`src/hdl/invc_pkg.sv`:
```
// Shared constants and types of the inversion counter.
package invc_pkg;

  localparam int unsigned MaxItemsDef = 1024;
  localparam int unsigned ValueW      = 32;
  localparam int unsigned InvW        = 19;

  localparam logic [InvW-1:0] InvMax = '1;

  typedef struct packed {
    logic valid;
    logic last;
    logic placed;
  } tok_ctrl_t;

endpackage

```
`src/hdl/invc_cell.sv`:
```
// One cell of the chain: holds one element and counts greater ones for passing tokens.
module invc_cell #(
  parameter int unsigned CntW = 10
) (
  input  logic                               clk_i,
  input  logic                               rst_ni,
  input  logic                               en_i,
  input  invc_pkg::tok_ctrl_t                ctrl_i,
  input  logic signed [invc_pkg::ValueW-1:0] value_i,
  input  logic [CntW-1:0]                    count_i,
  output invc_pkg::tok_ctrl_t                ctrl_o,
  output logic signed [invc_pkg::ValueW-1:0] value_o,
  output logic [CntW-1:0]                    count_o
);

  logic                               held_q, held_d;
  logic signed [invc_pkg::ValueW-1:0] elem_q;
  invc_pkg::tok_ctrl_t                ctrl_q, ctrl_d;
  logic signed [invc_pkg::ValueW-1:0] value_q;
  logic [CntW-1:0]                    count_q, count_d;
  logic                               greater;
  logic                               store;

  always_comb begin
    greater = held_q && (elem_q > value_i);
    store   = ctrl_i.valid && !held_q && !ctrl_i.placed && !ctrl_i.last;
    count_d = count_i + CntW'(greater);
    ctrl_d  = ctrl_i;
    ctrl_d.placed = ctrl_i.placed | (ctrl_i.valid && !held_q);
    held_d  = held_q;
    if (ctrl_i.valid) begin
      if (ctrl_i.last) begin
        held_d = 1'b0;
      end else if (store) begin
        held_d = 1'b1;
      end
    end
  end

  always_ff @(posedge clk_i or negedge rst_ni) begin
    if (!rst_ni) begin
      held_q <= 1'b0;
      ctrl_q <= '0;
    end else if (en_i) begin
      held_q <= held_d;
      ctrl_q <= ctrl_d;
    end
  end

  always_ff @(posedge clk_i) begin
    if (en_i) begin
      value_q <= value_i;
      count_q <= count_d;
      if (store) begin
        elem_q <= value_i;
      end
    end
  end

  assign ctrl_o  = ctrl_q;
  assign value_o = value_q;
  assign count_o = count_q;

endmodule

```
`config.mk`:
```
export PLATFORM = sky130hd
export DESIGN_NAME = invc_cell
export DESIGN_NICKNAME = d
export VERILOG_FILES = /design/src/hdl/invc_pkg.sv /design/src/hdl/invc_cell.sv
export SDC_FILE = /design/constraint.sdc
export NUM_CORES = 1
export LEC_CHECK = 0
export BUFFER_PORTS_ARGS = -buffer_cell sky130_fd_sc_hd__buf_2
export CORE_MARGIN = 5
export CORE_UTILIZATION = 40
export CTS_CLUSTER_SIZE = 30
export DETAILED_ROUTE_END_ITERATION = 12
export HOLD_SLACK_MARGIN = 0.06
export SETUP_SLACK_MARGIN = 0.4
export SYNTH_ARGS = -nofsm -noshare
export SYNTH_HDL_FRONTEND = slang
export SYNTH_SLANG_ARGS = --single-unit
export TNS_END_PERCENT = 10
```
`constraint.sdc`:
```
create_clock -name clk_i -period 12.08 [get_ports clk_i]
set_input_delay 1.208 -clock clk_i [delete_from_list [all_inputs] [get_ports clk_i]]
set_output_delay 1.208 -clock clk_i [all_outputs]
set_load 0.03 [all_outputs]
```
# Word level (Yosys, flattened, before mapping)
# Index checks and enable logic that the tools add are counted.
[classes]
add_sub_neg = 1
n_reduce_logical = 10
n_mux = 2
magnitude_cmp = 1
n_bitwise = 1
[op_table]
columns = ["operator", "count"]
rows = [
  ["> comparator 32 bit", 1],
  ["adder 10 x 1 -> 10 bit", 1],
  ["logical AND 1 bit", 4],
  ["logical NOT 1 bit", 3],
  ["AND reduction 3 bit", 1],
  ["2-to-1 mux 1 bit", 2],
  ["AND reduction 2 bit", 1],
  ["nonzero test 2 bit", 1],
  ["OR 1 bit", 1],
]
[word_totals]
elab_cells = 22
input_bits = 48
ff_bits = 78
output_inout_bits = 45

# Longest topological paths before layout
[logic_depth]
depth_word = 6
ltp_mapped = 12
depth_no_buf = 12

# Least setup slack after synthesis
# OpenSTA, ideal clock, no wires.
[synth_timing]
kind = "input port to flip-flop"
from = "input port ctrl_i[0] (netlist name)"
to = "register elem_q[0] (netlist name), enable pin"
t_required_ps = 11575
setup_slack_ps = 7154
t_arrival_ps = 4421
stages = 1
path_cell_list = "nor4_1"
[synth_between]
elab_chain_len = 4
[synth_lines]
columns = ["item", "line_no", "source"]
rows = [
  ["start, declared", "invc_cell.sv:8", "input invc_pkg::tok_ctrl_t ctrl_i,"],
  ["logical NOT 1 bit", "invc_cell.sv:26", "store = ctrl_i.valid && !held_q && !ctrl_i.placed && !ctrl_i.last;"],
  ["logical AND 1 bit (2 in series)", "invc_cell.sv:26", ""],
  ["AND reduction 2 bit (no line)", "--", ""],
  ["end signal, assigned", "invc_cell.sv:55", "elem_q <= value_i;"],
  ["end, declared", "invc_cell.sv:17", "logic signed [invc_pkg::ValueW-1:0] elem_q;"],
]
# Every way passes these cells.
# A chain may end at the register's enable or synchronous reset.

# Worst setup path after layout
[layout_timing]
from = "input port value_i[14] (netlist name)"
to = "register count_q[6], in the netlist count_o[6], data pin"
[layout_between]
elab_chain_len = 3
[layout_lines]
columns = ["item", "line_no", "source"]
rows = [
  ["start, declared", "invc_cell.sv:9", "input logic signed [invc_pkg::ValueW-1:0] value_i,"],
  ["> comparator 32 bit", "invc_cell.sv:25", "greater = held_q && (elem_q > value_i);"],
  ["logical AND 1 bit", "invc_cell.sv:25", ""],
  ["adder 10 x 1 -> 10 bit", "invc_cell.sv:27", "count_d = count_i + CntW'(greater);"],
  ["net count_d[6]", "invc_cell.sv:20", "logic [CntW-1:0] count_q, count_d;"],
  ["end signal, assigned", "invc_cell.sv:53", "count_q <= count_d;"],
  ["end, declared", "invc_cell.sv:20", ""],
]
# The timed path passes the listed nets, and every way through them passes these cells.

==> results.yml <==
run_status:
  status: "complete, no violations"
hold_path:
  hold_path.class: "reg2reg"
clocking:
  clock-sinks: 78
  htree_levels: 3
  cts_root_buffer: "clkbuf_8"
  clock_latency_ns: 0.33
  cts_resized: 0
  cts_hold_buffers: 0
  cts_setup_buffers: 0
  path_clk_slew_ns: 0.08
  clk_path_buf_depth: 2
  cts_tree: "built"
  cts_made_buffers: 9
power_and_ir_drop:
  seqPwrFrac: 0.513
  p_per_area_nw_per_um2: 146
  p_leak_uw: 0.00184
  p_sw_frac: 0.234
  clkPwrFrac: 0.364
  switching_power_uw: 144
  max-vdd-ir-drop_uv: 70.5
  pwr-share-comb: 0.123
  p_int_uw: 473
synthesis:
  ys_top_cells_by_area: "edfxtp_1, ha_1, inv_1"
  syn_nets: 306
  yosys.area.top_type: "edfxtp_1"
  synth.top_cell.area_share: 0.658
  ys_seq_elements: 78
  syn_area_um2: 3380
  ys_seq_area_frac: 0.687
  ys_warn_count: 0
  ys_types: 28
  netlist_instances: 224
  syn_avg_cell_area_um2: 15.1
layout:
  fin_nets: 410
  drive_above_1_share: 0.339
  final_cells: 438
  final_common_cell: "buf_2"
  diodes: 0
  area_growth_pct: 24.7
  layout_common_cells: "buf_2, edfxtp_1, inv_1, ha_1, a21oi_1"
sta:
  slew-limit-headroom: 0.297
  rsz0062_at_grt: "false"
  finalCritPeriodShare: 0.293
  layout_min_cycle_time_ns: 3.54
  fmaxAchievable_mhz: 283
  finalHoldViolCount: 0
  maxSlewViolCount: 0
  worst_pin_slew_ns: 1.05
  setup_violations: 0
  finClkSkew_ns: 0.00947
  fin_setup_tns_ns: 0
die:
  io-pin-count: 93
  rows: 33
  die_w_um: 102
  die_area_um2: 10400
  start_util: 0.411
  coreArea_um2: 8220
  die_h_um: 102
setup_path:
  crit_fanout: 5
  crit_required_ns: 12.17
  arrival_ns: 3.63
  path_class: "in2reg"
  critPathCaptureType: "flop"
  start_kind: "primary input"
detailed_routing:
  wl_met1_um: 2690
  top_layer: "met4"
  drc_errors: 0
  dr.pass1.iters: 4
  antenna_left: 0
  vias: 2131
  viasPerCell: 4.87
  wl_per_cell_um: 15.0
  met2WireLength_um: 3320
  routed-wl-met3_um: 408
  wl_um: 6580
  drt_iter0_markers: 41
placement:
  hpwlAfterDp_um: 4820
  portBuffers: 92
  placed_cells: 422
  place_congestion: 0.783
global_routing:
  gr-total-overflow: 0
  grt_pass1_vias: 2164
  grt_pass1_wl_um: 10200
  grtUsageTotal: 0.129
  antenna_found_initial: 0
  grt_max_degree: 49
run:
  drv_cap: 0
power groups by stage:
stage               Combinational [µW]  Sequential (µW)  Clock (µW)
detailed placement                76.9              323           0
floorplan                         19.6              348           0
global placement                  75.5              322           0
CTS                               77.4              317         232
global route                      83.0              318         245
finish                            75.8              317         225
cell usage after synthesis, drive strengths merged:
| library cell | n |
|---|---|
| o211ai | 1 |
| a21oi | 15 |
| o31ai | 1 |
| xnor2 | 7 |
| nand2 | 7 |
| dfrtp | 4 |
| nor3 | 1 |
| mux2 | 1 |
| edfxtp | 74 |
| o21ai | 4 |
| xor2 | 1 |
| ha | 34 |
| a21o | 3 |
| nand3 | 11 |
| inv | 34 |
| nand4 | 5 |
| a221o | 2 |
| a2111oi | 1 |
| nor2b | 2 |
| nor2 | 5 |
| a31oi | 1 |
| a21boi | 1 |
| and3 | 5 |
| nor4 | 2 |
| and4 | 2 |
layer usage:
layer / vias to the layer above / GRT usage
li1: 1038 / -
met1: 1023 / 0.152
met2: 58 / 0.216
met3: 12 / 0.0355
met4: 0 / 0.0656
met5: - / 0
kinds of logic (layout without fill, tap and decap cells):
logic type,Yosys count,after routing,synth area share
AO/OA/AOI/OAI,29,29,0.0611
adder cells (fa/ha/maj),34,34,0.126
multiplexers,1,1,0.00333
buffers and inverters,34,143,0.0378
XOR/XNOR,8,8,0.0207
flip-flops,78,78,0.687
AND/OR/NAND/NOR,40,40,0.0641
worst paths after layout:
kind                                  startpoint                     to  slack, ns  depth (start not counted)
setup reg to reg            elem_q[14]$_DFFE_PP_   count_o[6]$_DFFE_PP_       9.17                         11
min in group asynchronous                 rst_ni  ctrl_o[1]$_DFFE_PN0P_       0.67                          1
hold reg to reg            ctrl_o[1]$_DFFE_PN0P_  ctrl_o[1]$_DFFE_PN0P_       0.51                          1
setup / recovery                     value_i[14]   count_o[6]$_DFFE_PP_       8.54                         13
hold / removal             ctrl_o[1]$_DFFE_PN0P_  ctrl_o[1]$_DFFE_PN0P_       0.51                          1
max in group asynchronous                 rst_ni  ctrl_o[0]$_DFFE_PN0P_      11.28                          1
critical path, cell delays in order:
cell	delay, ns
buf_2	0.10
inv_1	0.04
ha_1	0.31
nand4_1	0.16
nor4_1	0.39
a21boi_1	0.24
o31ai_2	0.10
and3_1	0.18
nor3_2	0.15
ha_1	0.24
ha_1	0.25
nand3_1	0.12
xnor2_1	0.14
per-stage QoR:
stage	hold WS, ns	cell area, µm²	setup WS, ns	utilization	total power (µW)
finish	0.509	4210	8.54	0.513	617
global route	0.536	4210	8.26	0.513	646
CTS	0.513	4210	8.51	0.513	627
detailed placement	0.496	3990	8.15	0.485	400
global placement	0.487	3990	8.16	0.485	398
floorplan	0.554	3380	7.15	-	368
cell type report:
class                           instances  area, µm²
Inverter                               34        128
Multi-Input combinational cell        112        936
Fill cell                             738       4000
Clock inverter                          5       97.6
Tap cell                              105        131
Timing Repair Buffer                   93        468
Clock buffer                           11        131
Sequential cell                        78       2320
state kept, by name, summed over array words and instances, names as in the netlist:
signal,flops
value_o,32
count_o,10
held_q,1
elem_q,32
ctrl_o,3
Note: power is estimated with default switching activity, not from simulation.
