**src/hdl/invc_pkg.sv**
```systemverilog
// Shared constants and types of the inversion counter.
package invc_pkg;

  localparam int unsigned MaxItemsDef = 1024;
  localparam int unsigned ValueW      = 32;
  localparam int unsigned InvW        = 19;

  localparam logic [InvW-1:0] InvMax = '1;

  typedef struct packed {
    logic valid;
    logic last;
    logic placed;
  } tok_ctrl_t;

endpackage

```
**src/hdl/invc_if.sv**
```systemverilog


interface invc_out_if;
  logic                            valid;
  logic                            ready;
  logic [invc_pkg::InvW-1:0]       inversions;
  logic                            overflow;

  modport source (output valid, output inversions, output overflow, input ready);
  modport sink   (input valid, input inversions, input overflow, output ready);
endinterface

```
**src/hdl/invc_acc.sv**
```systemverilog
// Tail of the chain: running total, overflow flag and result register.
module invc_acc #(
  parameter int unsigned CntW = 10
) (
  input  logic                clk_i,
  input  logic                rst_ni,
  input  invc_pkg::tok_ctrl_t ctrl_i,
  input  logic [CntW-1:0]     count_i,
  invc_out_if.source          out_o,
  output logic                en_o
);

  localparam int unsigned SumW =
      ((CntW > invc_pkg::InvW) ? CntW : invc_pkg::InvW) + 1;

  logic [invc_pkg::InvW-1:0] total_q, total_d;
  logic                      ovf_q, ovf_d;
  logic                      out_valid_q;
  logic [invc_pkg::InvW-1:0] out_inv_q;
  logic                      out_ovf_q;
  logic [SumW-1:0]           sum;
  logic                      tok;

  assign en_o = !(ctrl_i.valid && ctrl_i.last && out_valid_q && !out_o.ready);
  assign tok  = en_o && ctrl_i.valid;

  always_comb begin
    sum     = SumW'(total_q) + SumW'(count_i);
    total_d = total_q;
    ovf_d   = ovf_q;
    if (ctrl_i.placed) begin
      if (sum > SumW'(invc_pkg::InvMax)) begin
        total_d = invc_pkg::InvMax;
      end else begin
        total_d = sum[invc_pkg::InvW-1:0];
      end
    end else begin
      ovf_d = 1'b1;
    end
  end

  always_ff @(posedge clk_i or negedge rst_ni) begin
    if (!rst_ni) begin
      total_q     <= '0;
      ovf_q       <= 1'b0;
      out_valid_q <= 1'b0;
    end else begin
      if (out_valid_q && out_o.ready) begin
        out_valid_q <= 1'b0;
      end
      if (tok) begin
        if (ctrl_i.last) begin
          total_q     <= '0;
          ovf_q       <= 1'b0;
          out_valid_q <= 1'b1;
        end else begin
          total_q <= total_d;
          ovf_q   <= ovf_d;
        end
      end
    end
  end

  always_ff @(posedge clk_i) begin
    if (tok && ctrl_i.last) begin
      out_inv_q <= total_d;
      out_ovf_q <= ovf_d;
    end
  end

  assign out_o.valid      = out_valid_q;
  assign out_o.inversions = out_inv_q;
  assign out_o.overflow   = out_ovf_q;

endmodule

```
**src/flat_wrapper.sv**
```systemverilog
// flat-port wrapper written by rule: the top's interface ports become plain ports
module invc_acc_flat 
#(
  parameter int unsigned CntW = 10
)
  (clk_i, rst_ni, ctrl_i, count_i, en_o, out_o_valid, out_o_inversions, out_o_overflow, out_o_ready);
  invc_out_if out_o_i ();
  input  logic clk_i;
  input  logic rst_ni;
  input  invc_pkg::tok_ctrl_t ctrl_i;
  input  logic [CntW-1:0] count_i;
  output logic en_o;
  output wire logic [$bits(out_o_i.valid)-1:0] out_o_valid;
  output wire logic [$bits(out_o_i.inversions)-1:0] out_o_inversions;
  output wire logic [$bits(out_o_i.overflow)-1:0] out_o_overflow;
  input wire logic [$bits(out_o_i.ready)-1:0] out_o_ready;
  assign out_o_valid = out_o_i.valid;
  assign out_o_inversions = out_o_i.inversions;
  assign out_o_overflow = out_o_i.overflow;
  assign out_o_i.ready = out_o_ready;
  invc_acc #(.CntW(CntW)) u_core (.clk_i(clk_i), .rst_ni(rst_ni), .ctrl_i(ctrl_i), .count_i(count_i), .out_o(out_o_i), .en_o(en_o));
endmodule
```
**config.mk**
```make
export PLATFORM = sky130hd
export DESIGN_NAME = invc_acc_flat
export DESIGN_NICKNAME = d
export VERILOG_FILES = /design/src/hdl/invc_pkg.sv /design/src/hdl/invc_if.sv /design/src/hdl/invc_acc.sv /design/src/flat_wrapper.sv
export SDC_FILE = /design/constraint.sdc
export NUM_CORES = 1
export LEC_CHECK = 0
export ABC_AREA = 1
export BUFFER_PORTS_ARGS = -buffer_cell sky130_fd_sc_hd__buf_2
export CAP_MARGIN = 20
export CORE_MARGIN = 2
export CORE_UTILIZATION = 57
export DETAILED_ROUTE_END_ITERATION = 16
export GPL_TIMING_DRIVEN = 0
export PLACE_DENSITY = 0.8
export SYNTH_ARGS = -nofsm -noshare
export SYNTH_HDL_FRONTEND = slang
export SYNTH_SLANG_ARGS = --single-unit
```
**constraint.sdc**
```tcl
create_clock -name clk_i -period 2.8 [get_ports clk_i]
set_clock_uncertainty 0.15 [all_clocks]
set_input_delay 0.56 -clock clk_i [delete_from_list [all_inputs] [get_ports clk_i]]
set_output_delay 0.56 -clock clk_i [all_outputs]
set_load 0.005 [all_outputs]
```
==> Yosys cells after proc, flatten, opt, wreduce, memory -nomap -nowiden <==
Index checks and enable logic that the tools add are counted.
{ "word_totals": {"regBits": 41, "out_inout_bits": 22, "in_bits": 16, "elab_cells": 23} }
{ "op_classes": {"n_addsub": 1, "order_cmp": 1, "mux": 8, "n_reduce_logical": 8} }
{ "op_table": {"columns": ["operator", "count"], "rows": [
  ["two-way mux 19 bit", 3],
  ["adder 19 x 10 -> 20 bit", 1],
  ["> comparator 20 x 19 -> 1 bit (second input constant)", 1],
  ["logical AND 1 bit", 6],
  ["two-way mux 1 bit", 5],
  ["logical NOT 1 bit", 2]
]} }

==> Logic depth before layout (Yosys ltp) <==
{ "depth": {"depth_word": 6, "mapped_depth": 14, "mapped_depth_nobuf": 14} }

==> Worst setup path after synthesis <==
Ideal clock, no wire load.
{ "synth_path": {"path_kind": "input -> register", "startpoint": "in count_i[0]", "endpoint": "reg u_core.out_inv_q (netlist bit u_core.out_o.inversions[8]) (data pin)", "t_required_ns": 2.380, "path_stages": 10, "n_path_buf": 0, "arrival_ns": 1.799, "setup_ns": 0.270, "slack_ns": 0.581, "path_cell_list": "ha_1 > inv_1 > fa_1 > inv_1 > nand3_1 > nand3_1 > nand2_1 > nand2_1 > xor2_1 > a21boi_0"} }
{ "synth_via": {"elab_chain_cells": 4} }
{ "synth_lines": {"columns": ["element", "line", "text"], "rows": [
  ["from (decl)", "flat_wrapper.sv:11", "input logic [CntW-1:0] count_i;"],
  ["adder 19 x 10 -> 20 bit *", "invc_acc.sv:28", "sum = SumW'(total_q) + SumW'(count_i);"],
  ["> comparator 20 x 19 -> 1 bit", "invc_acc.sv:32", "if (sum > SumW'(invc_pkg::InvMax)) begin"],
  ["two-way mux 19 bit *", "invc_acc.sv:32", null],
  ["two-way mux 19 bit *", "invc_acc.sv:31", "if (ctrl_i.placed) begin"],
  ["net u_core.total_d, one bit", "invc_acc.sv:16", "logic [invc_pkg::InvW-1:0] total_q, total_d;"],
  ["to (signal assigned)", "invc_acc.sv:66", "out_inv_q <= total_d;"],
  ["to (decl)", "invc_acc.sv:19", "logic [invc_pkg::InvW-1:0] out_inv_q;"]
]} }
Mark *: on every way through the listed nets, which the timed path passes. The rest lies on a longest branch.
A chain may end at the register's enable or synchronous reset.

==> Final worst setup path <==
{ "layout_path": {"startpoint": "reg u_core.total_q[2] (netlist name)", "endpoint": "reg u_core.out_inv_q (netlist bit u_core.out_o.inversions[3]) (data pin)"} }
{ "layout_via": {"elab_chain_cells": 4} }
{ "layout_lines": {"columns": ["element", "line", "text"], "rows": [
  ["from (decl)", "invc_acc.sv:16", null],
  ["from (signal assigned)", "invc_acc.sv:57", "total_q <= total_d;"],
  ["adder 19 x 10 -> 20 bit *", "invc_acc.sv:28", null],
  ["> comparator 20 x 19 -> 1 bit", "invc_acc.sv:32", null],
  ["two-way mux 19 bit *", "invc_acc.sv:32", null],
  ["two-way mux 19 bit *", "invc_acc.sv:31", null],
  ["net u_core.total_d, one bit", "invc_acc.sv:16", null]
]} }
Marks and branches as above.

==> results.py <==
metrics = {
    "run_status": {
        "status": "complete, no violations",
    },
    "timing": {
        "fin_crit_sh_pct": 82.30,
        "tightestPinTransition_ps": 515.3,
        "min_period_ps": 2304,
        "rsz0062_at_grt": "false",
        "max_freq_mhz": 433.9,
        "hold_violations": 0,
        "tns_ps": 0,
        "slew_headroom_pct": 65.65,
        "worst_slack_ps": 495.6,
        "setup_viol": 0,
        "fin_hold_ws_ps": 76.31,
        "slew_violations": 0,
    },
    "drt": {
        "postRouteAntennaNets": 0,
        "wl_per_cell_um": 13.13,
        "drt_iter0_drc": 153,
        "routed_wl_um": 5503,
        "drc": 0,
        "viasPerCell": 5.234,
        "dr.pass1.iters": 5,
        "vias": 2193,
    },
    "clock_tree": {
        "clk_path_buf_depth": 2,
        "cts_setup_buffers": 0,
        "cts_root_buf": "clkbuf_8",
        "clkTransAtPathRegs_ps": 80,
        "h-tree-depth": 2,
        "cts.sinks": 41,
        "clkLatencyLatePin_ps": 300,
        "cts_resized": 0,
        "postCtsHoldBufs": 0,
        "cts_made_buffers": 5,
        "cts_tree": "built",
    },
    "synth": {
        "synth_most_common_cell": "nand2_1",
        "yosys-top-cells-area": "edfxtp_1 24%, dfrtp_1 21%, nand2_1 18%",
        "ys_seq_area_share_pct": 44.31,
        "ys_types": 32,
        "ys_ff_latch": 41,
        "synth_top_cell_by_area": "edfxtp_1",
        "synth_common_cells": "123 x nand2_1, 35 x inv_1, 33 x nand3_1, 21 x dfrtp_1, 21 x nor2_1",
        "syn_inst": 322,
        "ys.flop_type": "dfrtp_1",
        "synth_edf_count": 20,
        "synth_area_mm2": 0.002541,
        "avgSynthCellArea_um2": 7.892,
        "synth-async-reset-ratio_pct": 51.22,
        "synth_fp_nets": 349,
        "ys_warn_count": 0,
        "synth_top_area_share_pct": 23.63,
    },
    "cells_and_area": {
        "diodes": 0,
        "nNetsFinal": 393,
        "finalInstanceArea_mm2": 0.002924,
        "area_growth_pct": 15.07,
        "seq_area_mm2": 0.001126,
        "nFillCells": 379,
        "multi_input_area_mm2": 0.001262,
        "drive_gt1_share_pct": 17.17,
    },
    "power_and_ir_drop": {
        "switching_share_pct": 29.38,
        "ir_worst_vdd_mv": 0.3066,
        "power_density_mw_per_mm2": 539.5,
        "p_sw_uw": 463.5,
        "seqPwrFrac_pct": 45.0,
        "pwr-share-clk_pct": 31.6,
        "power_frac_comb_pct": 23.4,
        "total_power_mw": 1.578,
        "internal-power_mw": 1.114,
        "total_leakage_power_nw": 1.486,
    },
    "global_route": {
        "antenna_found_initial": 0,
        "grt_pass1_vias": 2105,
        "grt_usage_pct": 23.86,
        "grt_max_degree": 22,
        "grt_first_pass_wirelength_um": 9446,
        "overflow": 0,
    },
    "worst_setup_path": {
        "crit_required_ps": 2680,
        "worstPathMaxFanout": 10,
        "cpMostUsedCell": "nand3_1",
        "start_kind": "flip-flop",
        "critical_path.slowest_cell": "dfrtp_1",
        "cp-end-kind": "flip-flop",
        "worstPathArrival_ps": 2180,
        "crit_path_max_incr_delay_ps": 410,
        "path_class": "reg2reg",
        "path_cells": "ha_1 -> nand2_1 -> nand3_1 -> nand3_1 -> nand3_2 -> a21oi_4 -> a21boi_0",
    },
    "hold_path": {
        "hp-class": "in2async",
    },
    "floorplan": {
        "core_area_mm2": 0.004324,
        "rows": 24,
        "die_w_um": 70.77,
        "die-height_um": 70.77,
        "die-area_mm2": 0.005008,
        "io_pins": 38,
        "initial_core_util_pct": 58.77,
    },
    "placed_design": {
        "placed_cell_area_mm2": 0.002804,
        "port_buffers": 36,
        "routabilityCongestion": 0.9201,
        "pre_cts_ws_ps": 254.4,
        "place_hpwl_um": 4138,
    },
    "job": {
        "cap_viol_max_count": 0,
    },
}
-- logic make-up after synthesis --
logic type,after synthesis,share of synthesized area (%)
XOR/XNOR,5,1.724
adder cells (fa/ha/maj),11,5.712
buffers and inverters,40,6.105
AO/OA/AOI/OAI,26,7.189
flip-flops,41,44.31
AND/OR/NAND/NOR,199,34.96
-- cell type report --
cell class / instances / area share, %
Buffer: 5 / 0.8130
Clock buffer: 6 / 2.824
Clock inverter: 2 / 1.284
Inverter: 35 / 4.493
Multi-Input combinational cell: 241 / 43.18
Sequential cell: 41 / 38.51
Tap cell: 52 / 2.225
Timing Repair Buffer: 37 / 6.675
-- placed cells by master, fill, tap and decap left out, drive strengths merged, types with 5 or more instances in the layout --
cell / count
a21boi: 5
a21oi: 8
buf: 40
clkbuf: 8
dfrtp: 21
edfxtp: 20
ha: 10
inv: 35
nand2: 125
nand3: 38
nand3b: 5
nor2: 22
o21ai: 6
-- critical path, delay by kind of cell, from the launching register on --
kind | cells | cell delay [ps]
AOI/OAI and AO/OA | 2 | 500
and+or+nand+nor | 4 | 590
DFF | 1 | 410
adders and majority gates | 1 | 380
-- metal layers --
layer | part of all wire (%) | vias to the layer above | global-route usage, %
met5 | 0 | - | 0
met4 | 1.4 | 0 | 7.547
met3 | 5.7 | 7 | 4.843
met2 | 48 | 56 | 39.88
met1 | 45 | 996 | 31.38
li1 | - | 1134 | -
-- flip-flops by register name (all words and copies together), names as in the netlist --
| signal | count |
|---|---|
| u_core.total_q | 19 |
| u_core.ovf_q | 1 |
| u_core.out_o.valid | 1 |
| u_core.out_o.inversions | 19 |
| u_core.out_o.overflow | 1 |
-- final timing paths --
path,from,endpoint,slack (ps),cells past startpoint
min,rst_ni,u_core.total_q[15],80,1
max in group asynchronous,rst_ni,u_core.total_q[10],2080,1
max,u_core.total_q[2],u_core.out_o.inversions[3],500,7
min reg2reg,u_core.total_q[18],u_core.total_q[18],360,2
max reg2reg,u_core.total_q[2],u_core.out_o.inversions[3],500,7
min in group clk_i,out_o_ready,u_core.out_o.valid,310,2
-- stage by stage --
stage	cells	util [%]
after CTS	419	67.62
after detailed placement	411	64.84
after global routing	419	67.62
final	419	67.62
after global placement	410	64.44
after floorplan	322	-
-- power groups by stage --
| stage | logic [mW] | registers (mW) | clock network (mW) |
|---|---|---|---|
| 2_1_floorplan | 0.265 | 0.719 | 0 |
| 3_3_place_gp | 0.356 | 0.720 | 0 |
| 3_5_place_dp | 0.367 | 0.722 | 0 |
| 4_1_cts | 0.370 | 0.710 | 0.509 |
| 5_1_grt | 0.422 | 0.716 | 0.532 |
| 6_report | 0.369 | 0.711 | 0.498 |
(Power assumes the default switching activity.)
